**src/rtl/core/cabac_pkg.sv**
```systemverilog
// Package: shared types, constants and tables for the CABAC arithmetic decoder.
package cabac_pkg;

   localparam int NumContexts = 1024;
   localparam int CtxAddrWidth = 10;
   localparam int StateWidth = 7;
   localparam logic [8:0] RangeStart = 9'd510;
   localparam logic [5:0] QpMax = 6'd51;
   localparam logic [5:0] QpReset = 6'd26;

   typedef enum logic [2:0] {
      OP_INIT      = 3'd0,
      OP_START     = 3'd1,
      OP_DECISION  = 3'd2,
      OP_BYPASS    = 3'd3,
      OP_TERMINATE = 3'd4
   } op_type;

   // Front-to-back queue entry.
   typedef struct packed {
      logic [2:0]  operation;
      logic        ctx_valid;
      logic [CtxAddrWidth-1:0] ctx_index;
      logic [StateWidth-1:0] init_state;
      logic [8:0]  stream_bits;
   } cmd_type;

   function automatic logic [7:0] lps_range(input logic [5:0] s, input logic [1:0] q);
      logic [31:0] row;
      begin
         unique case (s)
            6'd0:  row = {8'd240,8'd208,8'd176,8'd128};
            6'd1:  row = {8'd227,8'd197,8'd167,8'd128};
            6'd2:  row = {8'd216,8'd187,8'd158,8'd128};
            6'd3:  row = {8'd205,8'd178,8'd150,8'd123};
            6'd4:  row = {8'd195,8'd169,8'd142,8'd116};
            6'd5:  row = {8'd185,8'd160,8'd135,8'd111};
            6'd6:  row = {8'd175,8'd152,8'd128,8'd105};
            6'd7:  row = {8'd166,8'd144,8'd122,8'd100};
            6'd8:  row = {8'd158,8'd137,8'd116,8'd95};
            6'd9:  row = {8'd150,8'd130,8'd110,8'd90};
            6'd10: row = {8'd142,8'd123,8'd104,8'd85};
            6'd11: row = {8'd135,8'd117,8'd99,8'd81};
            6'd12: row = {8'd128,8'd111,8'd94,8'd77};
            6'd13: row = {8'd122,8'd105,8'd89,8'd73};
            6'd14: row = {8'd116,8'd100,8'd85,8'd69};
            6'd15: row = {8'd110,8'd95,8'd80,8'd66};
            6'd16: row = {8'd104,8'd90,8'd76,8'd62};
            6'd17: row = {8'd99,8'd86,8'd72,8'd59};
            6'd18: row = {8'd94,8'd81,8'd69,8'd56};
            6'd19: row = {8'd89,8'd77,8'd65,8'd53};
            6'd20: row = {8'd85,8'd73,8'd62,8'd51};
            6'd21: row = {8'd80,8'd69,8'd59,8'd48};
            6'd22: row = {8'd76,8'd66,8'd56,8'd46};
            6'd23: row = {8'd72,8'd63,8'd53,8'd43};
            6'd24: row = {8'd69,8'd59,8'd50,8'd41};
            6'd25: row = {8'd65,8'd56,8'd48,8'd39};
            6'd26: row = {8'd62,8'd54,8'd45,8'd37};
            6'd27: row = {8'd59,8'd51,8'd43,8'd35};
            6'd28: row = {8'd56,8'd48,8'd41,8'd33};
            6'd29: row = {8'd53,8'd46,8'd39,8'd32};
            6'd30: row = {8'd50,8'd43,8'd37,8'd30};
            6'd31: row = {8'd48,8'd41,8'd35,8'd29};
            6'd32: row = {8'd45,8'd39,8'd33,8'd27};
            6'd33: row = {8'd43,8'd37,8'd31,8'd26};
            6'd34: row = {8'd41,8'd35,8'd30,8'd24};
            6'd35: row = {8'd39,8'd33,8'd28,8'd23};
            6'd36: row = {8'd37,8'd32,8'd27,8'd22};
            6'd37: row = {8'd35,8'd30,8'd26,8'd21};
            6'd38: row = {8'd33,8'd29,8'd24,8'd20};
            6'd39: row = {8'd31,8'd27,8'd23,8'd19};
            6'd40: row = {8'd30,8'd26,8'd22,8'd18};
            6'd41: row = {8'd28,8'd25,8'd21,8'd17};
            6'd42: row = {8'd27,8'd23,8'd20,8'd16};
            6'd43: row = {8'd25,8'd22,8'd19,8'd15};
            6'd44: row = {8'd24,8'd21,8'd18,8'd14};
            6'd45: row = {8'd23,8'd20,8'd17,8'd14};
            6'd46: row = {8'd22,8'd19,8'd16,8'd13};
            6'd47: row = {8'd21,8'd18,8'd15,8'd12};
            6'd48: row = {8'd20,8'd17,8'd14,8'd12};
            6'd49: row = {8'd19,8'd16,8'd14,8'd11};
            6'd50: row = {8'd18,8'd15,8'd13,8'd11};
            6'd51: row = {8'd17,8'd15,8'd12,8'd10};
            6'd52: row = {8'd16,8'd14,8'd12,8'd10};
            6'd53: row = {8'd15,8'd13,8'd11,8'd9};
            6'd54: row = {8'd14,8'd12,8'd11,8'd9};
            6'd55: row = {8'd14,8'd12,8'd10,8'd8};
            6'd56: row = {8'd13,8'd11,8'd9,8'd8};
            6'd57: row = {8'd12,8'd11,8'd9,8'd7};
            6'd58: row = {8'd12,8'd10,8'd9,8'd7};
            6'd59: row = {8'd11,8'd10,8'd8,8'd7};
            6'd60: row = {8'd11,8'd9,8'd8,8'd6};
            6'd61: row = {8'd10,8'd9,8'd7,8'd6};
            6'd62: row = {8'd9,8'd8,8'd7,8'd6};
            default: row = {8'd2,8'd2,8'd2,8'd2};
         endcase
         return row[q*8 +: 8];
      end
   endfunction

   function automatic logic [5:0] next_on_lps(input logic [5:0] s);
      logic [383:0] tbl;
      begin
         tbl = {6'd63,6'd38,6'd38,6'd37,6'd37,6'd37,6'd36,6'd36,
                6'd36,6'd35,6'd35,6'd35,6'd34,6'd34,6'd33,6'd33,
                6'd33,6'd32,6'd32,6'd31,6'd30,6'd30,6'd30,6'd29,
                6'd29,6'd28,6'd27,6'd27,6'd26,6'd26,6'd25,6'd24,
                6'd24,6'd23,6'd22,6'd22,6'd21,6'd21,6'd19,6'd19,
                6'd18,6'd18,6'd16,6'd16,6'd15,6'd15,6'd13,6'd13,
                6'd12,6'd11,6'd11,6'd9,6'd9,6'd8,6'd7,6'd6,
                6'd5,6'd4,6'd4,6'd2,6'd2,6'd1,6'd0,6'd0};
         return tbl[s*6 +: 6];
      end
   endfunction

endpackage

```
**src/rtl/core/cabac_queue.sv**
```systemverilog
// Short command queue between front end and engine.
module cabac_queue (
   input  logic               clock,
   input  logic               reset,
   input  logic               in_valid,
   output logic               in_ready,
   input  cabac_pkg::cmd_type in_cmd,
   output logic               out_valid,
   input  logic               out_ready,
   output cabac_pkg::cmd_type out_cmd
);
   cabac_pkg::cmd_type mem_ff [4];
   logic [1:0] wr_ff, rd_ff;
   logic [2:0] cnt_ff;
   logic       do_wr, do_rd;

   assign in_ready = cnt_ff != 3'd4;
   assign out_valid = cnt_ff != 3'd0;
   assign do_wr = in_valid && in_ready;
   assign do_rd = out_valid && out_ready;
   assign out_cmd = mem_ff[rd_ff];

   always_ff @(posedge clock) begin
      if (reset) begin
         wr_ff <= '0;
         rd_ff <= '0;
         cnt_ff <= '0;
      end else begin
         if (do_wr) wr_ff <= wr_ff + 2'd1;
         if (do_rd) rd_ff <= rd_ff + 2'd1;
         cnt_ff <= cnt_ff + 3'(do_wr) - 3'(do_rd);
      end
      if (do_wr) mem_ff[wr_ff] <= in_cmd;
   end
endmodule

```
**config.mk**
```make
export PLATFORM = sky130hd
export DESIGN_NAME = cabac_queue
export DESIGN_NICKNAME = d
export VERILOG_FILES = /design/src/rtl/core/cabac_pkg.sv /design/src/rtl/core/cabac_queue.sv
export SDC_FILE = /design/constraint.sdc
export NUM_CORES = 1
export LEC_CHECK = 0
export BUFFER_PORTS_ARGS = -buffer_cell sky130_fd_sc_hd__buf_2
export CORE_ASPECT_RATIO = 2
export CORE_MARGIN = 1.5
export CORE_UTILIZATION = 55
export DETAILED_ROUTE_END_ITERATION = 10
export PLACE_DENSITY = 0.88
export SYNTH_ARGS = -nofsm -noshare
export SYNTH_HDL_FRONTEND = slang
export SYNTH_SLANG_ARGS = --single-unit
```
**constraint.sdc**
```tcl
create_clock -name clock -period 6.9 [get_ports clock]
set_clock_uncertainty 0.2 [all_clocks]
set_input_delay 1.035 -clock clock [delete_from_list [all_inputs] [get_ports clock]]
set_output_delay 1.035 -clock clock [all_outputs]
set_load 0.1 [all_outputs]
```
==> results.json <==
{
  "status": "completed",
  "yosysMostFrequentCell": "edfxtp_1",
  "synth.largest_area_cell": "edfxtp_1",
  "utilization_pct": 67.1,
  "finalCritPeriodShare_pct": 53.0,
  "critPathLaunchType": "register",
  "clkTransAtPathRegs_ns": 0.05,
  "hold_buffers": 0,
  "r2r-start": "cnt_ff[1]$_SDFF_PP0_",
  "crit_buf_inv": 1,
  "async_flop_share_pct": 0,
  "synth_edf_count": 120,
  "cts_setup_buffers": 0,
  "fmax_mhz": 274,
  "crit_type": "reg2out",
  "syn_inst": 205,
  "port-buffer-count": 65,
  "setup_viol": 0,
  "fin_hold_ws_ns": 0.337,
  "ys.flop_type": "edfxtp_1",
  "path_cells": "mux4_2, buf_2",
  "busiest_layer": "met2",
  "gr-total-overflow": 0,
  "initial_core_util_pct": 56.0,
  "via_count": 2235,
  "worstSkewPairLatency_ns": 0.40,
  "ctsResizeCount": 0,
  "dp_hpwl_um": 4770,
  "area_growth_pct": 19.8,
  "rrSetupSlack_ns": 4.44,
  "finalSetupTns_ns": 0,
  "worstSetupPathDepth": 2,
  "cts_max_path_buffers": 2,
  "synth_seq_area_share_pct": 78.6,
  "grt_pass1_wl_um": 12800,
  "rows": 48,
  "rsz0062_at_grt": "no",
  "dr.pass1.iters": 4,
  "nNetsFinal": 323,
  "synth.distinct_cells": 24,
  "max-cap-violations": 0,
  "yosys-top-cells-count": "edfxtp_1 (120), mux4_2 (30), dfxtp_1 (9)",
  "root_buffer": "clkbuf_16",
  "hp-class": "reg2reg",
  "drive_gt1_share_pct": 45.2,
  "diodes": 0,
  "dieHeight_um": 135,
  "worstHoldStart": "wr_ff[1]$_SDFFE_PP0P_",
  "die_area_sq_mm": 0.00935,
  "synthTopCellsByArea": "edfxtp_1 (75%), mux4_2 (14%), dfxtp_1 (3.7%), ha_1 (1.6%), buf_6 (0.70%)",
  "reg2reg_depth": 11,
  "routed_via_density": 5.67,
  "avgSynthCellArea_sq_um": 23.5,
  "relSlewSlack_pct": 29.3,
  "htreeDepth": 4,
  "drt-initial-drc-count": 310,
  "worstSetupEndpointType": "output pin",
  "place_congestion": 0.715,
  "path_max_fanout": 30,
  "gr-usage-met1_pct": 21.4,
  "clkSinkCount": 129,
  "crit_slowest_cell": "dfxtp_2",
  "post-route-min-period_ns": 3.65,
  "core-area_sq_mm": 0.00859,
  "tightest_slew_ns": 1.06,
  "arrival_ns": 2.42,
  "synth_fp_nets": 246,
  "grt_max_degree": 31,
  "yosys_register_bits": 129,
  "grt_use_total_pct": 19.3,
  "cts_tree": "done",
  "syn_area_sq_mm": 0.00481,
  "ant_nets": 0,
  "antenna_found_initial": 0,
  "globalRouteMet3Util_pct": 7.07,
  "die_w_um": 69.1,
  "slew_violations": 0,
  "hold_viol": 0,
  "ys_warn_count": 0,
  "drt_wl_total_um": 8210,
  "wl_per_cell_um": 20.8,
  "cp_slowest_stage_delay_ns": 1.03,
  "io_pins": 66,
  "min_path_cells": 2,
  "synth_top_area_share_pct": 74.9,
  "numCtsBuffers": 17,
  "crit_family": "flip-flops",
  "grt_pass1_vias": 2376,
  "required_ns": 5.66,
  "drc": 0,
  "gr-usage-met2_pct": 32.8
}
==> final timing paths <==
kind	end
max	out_cmd[9]
min	wr_ff[1]$_SDFFE_PP0P_
max reg2reg	cnt_ff[2]$_SDFF_PP0_
min reg2reg	wr_ff[1]$_SDFFE_PP0P_
==> metrics by stage <==
| stage | cell area [sq um] | std cells | setup slack [ns] |
|---|---|---|---|
| final | 5760 | 394 | 3.25 |
| after global routing | 5760 | 394 | 3.07 |
| after CTS | 5760 | 394 | 3.16 |
| after detailed placement | 5220 | 363 | 3.63 |
| after global placement | 5220 | 363 | 3.62 |
| after floorplan | 4810 | 205 | 4.08 |
==> area by class of cell <==
cell class | count | area [sq um]
sequential | 129 | 3790
multi-input combinational | 64 | 962
inverter | 5 | 18.8
clock buffer | 18 | 429
fill | 560 | 2820
tap | 100 | 125
timing repair buffer | 65 | 325
clock inverter | 13 | 118
==> cell families (layout without fill, tap and decap cells) <==
group / count (synthesis) / count (layout) / synth area share (%)
DFF: 129 / 129 / 78.6
adders and majority gates: 7 / 7 / 1.98
xor gates and xnor gates: 3 / 3 / 0.546
buffers and inverters: 12 / 101 / 1.48
muxes: 32 / 32 / 14.5
and+or+nand+nor: 19 / 19 / 2.13
AOI/OAI and AO/OA: 3 / 3 / 0.754
==> registers in the layout (all words and copies together) (netlist names), named ones only <==
signal  count
cnt_ff      3
mem_ff    120
rd_ff       2
wr_ff       2
==> per-layer routing <==
metal | vias to the layer above | share of wire (%) | wire, um
met2 | 97 | 55 | 4520
li1 | 1002 | - | -
met3 | 17 | 5.7 | 468
met5 | - | 0 | 0
met4 | 0 | 2.5 | 202
met1 | 1119 | 37 | 3020
==> placed cells by master (no fill, tap or decap), types with 2 or more instances in the layout <==
cell          n
dfxtp_2       2
and2_2        4
mux4_2       30
dfxtp_1       7
clkinvlp_4    7
nor2_1        7
buf_2        65
inv_1         5
ha_1          6
nand2b_1      2
edfxtp_1    120
clkbuf_16    17
xor2_1        2
clkinv_4      3
==> worst register-to-register path, cell delays in order (launching register included) <==
cell	delay, ns
dfxtp_1	0.46
nor2_2	0.10
a21boi_4	0.25
inv_1	0.07
ha_1	0.29
inv_1	0.06
ha_1	0.12
inv_1	0.04
fa_1	0.37
xor2_1	0.16
and2_1	0.17
nor3_2	0.09
Power is not shown: default switching activity piles up to over one toggle a cycle in this logic, so the estimate is an artifact.
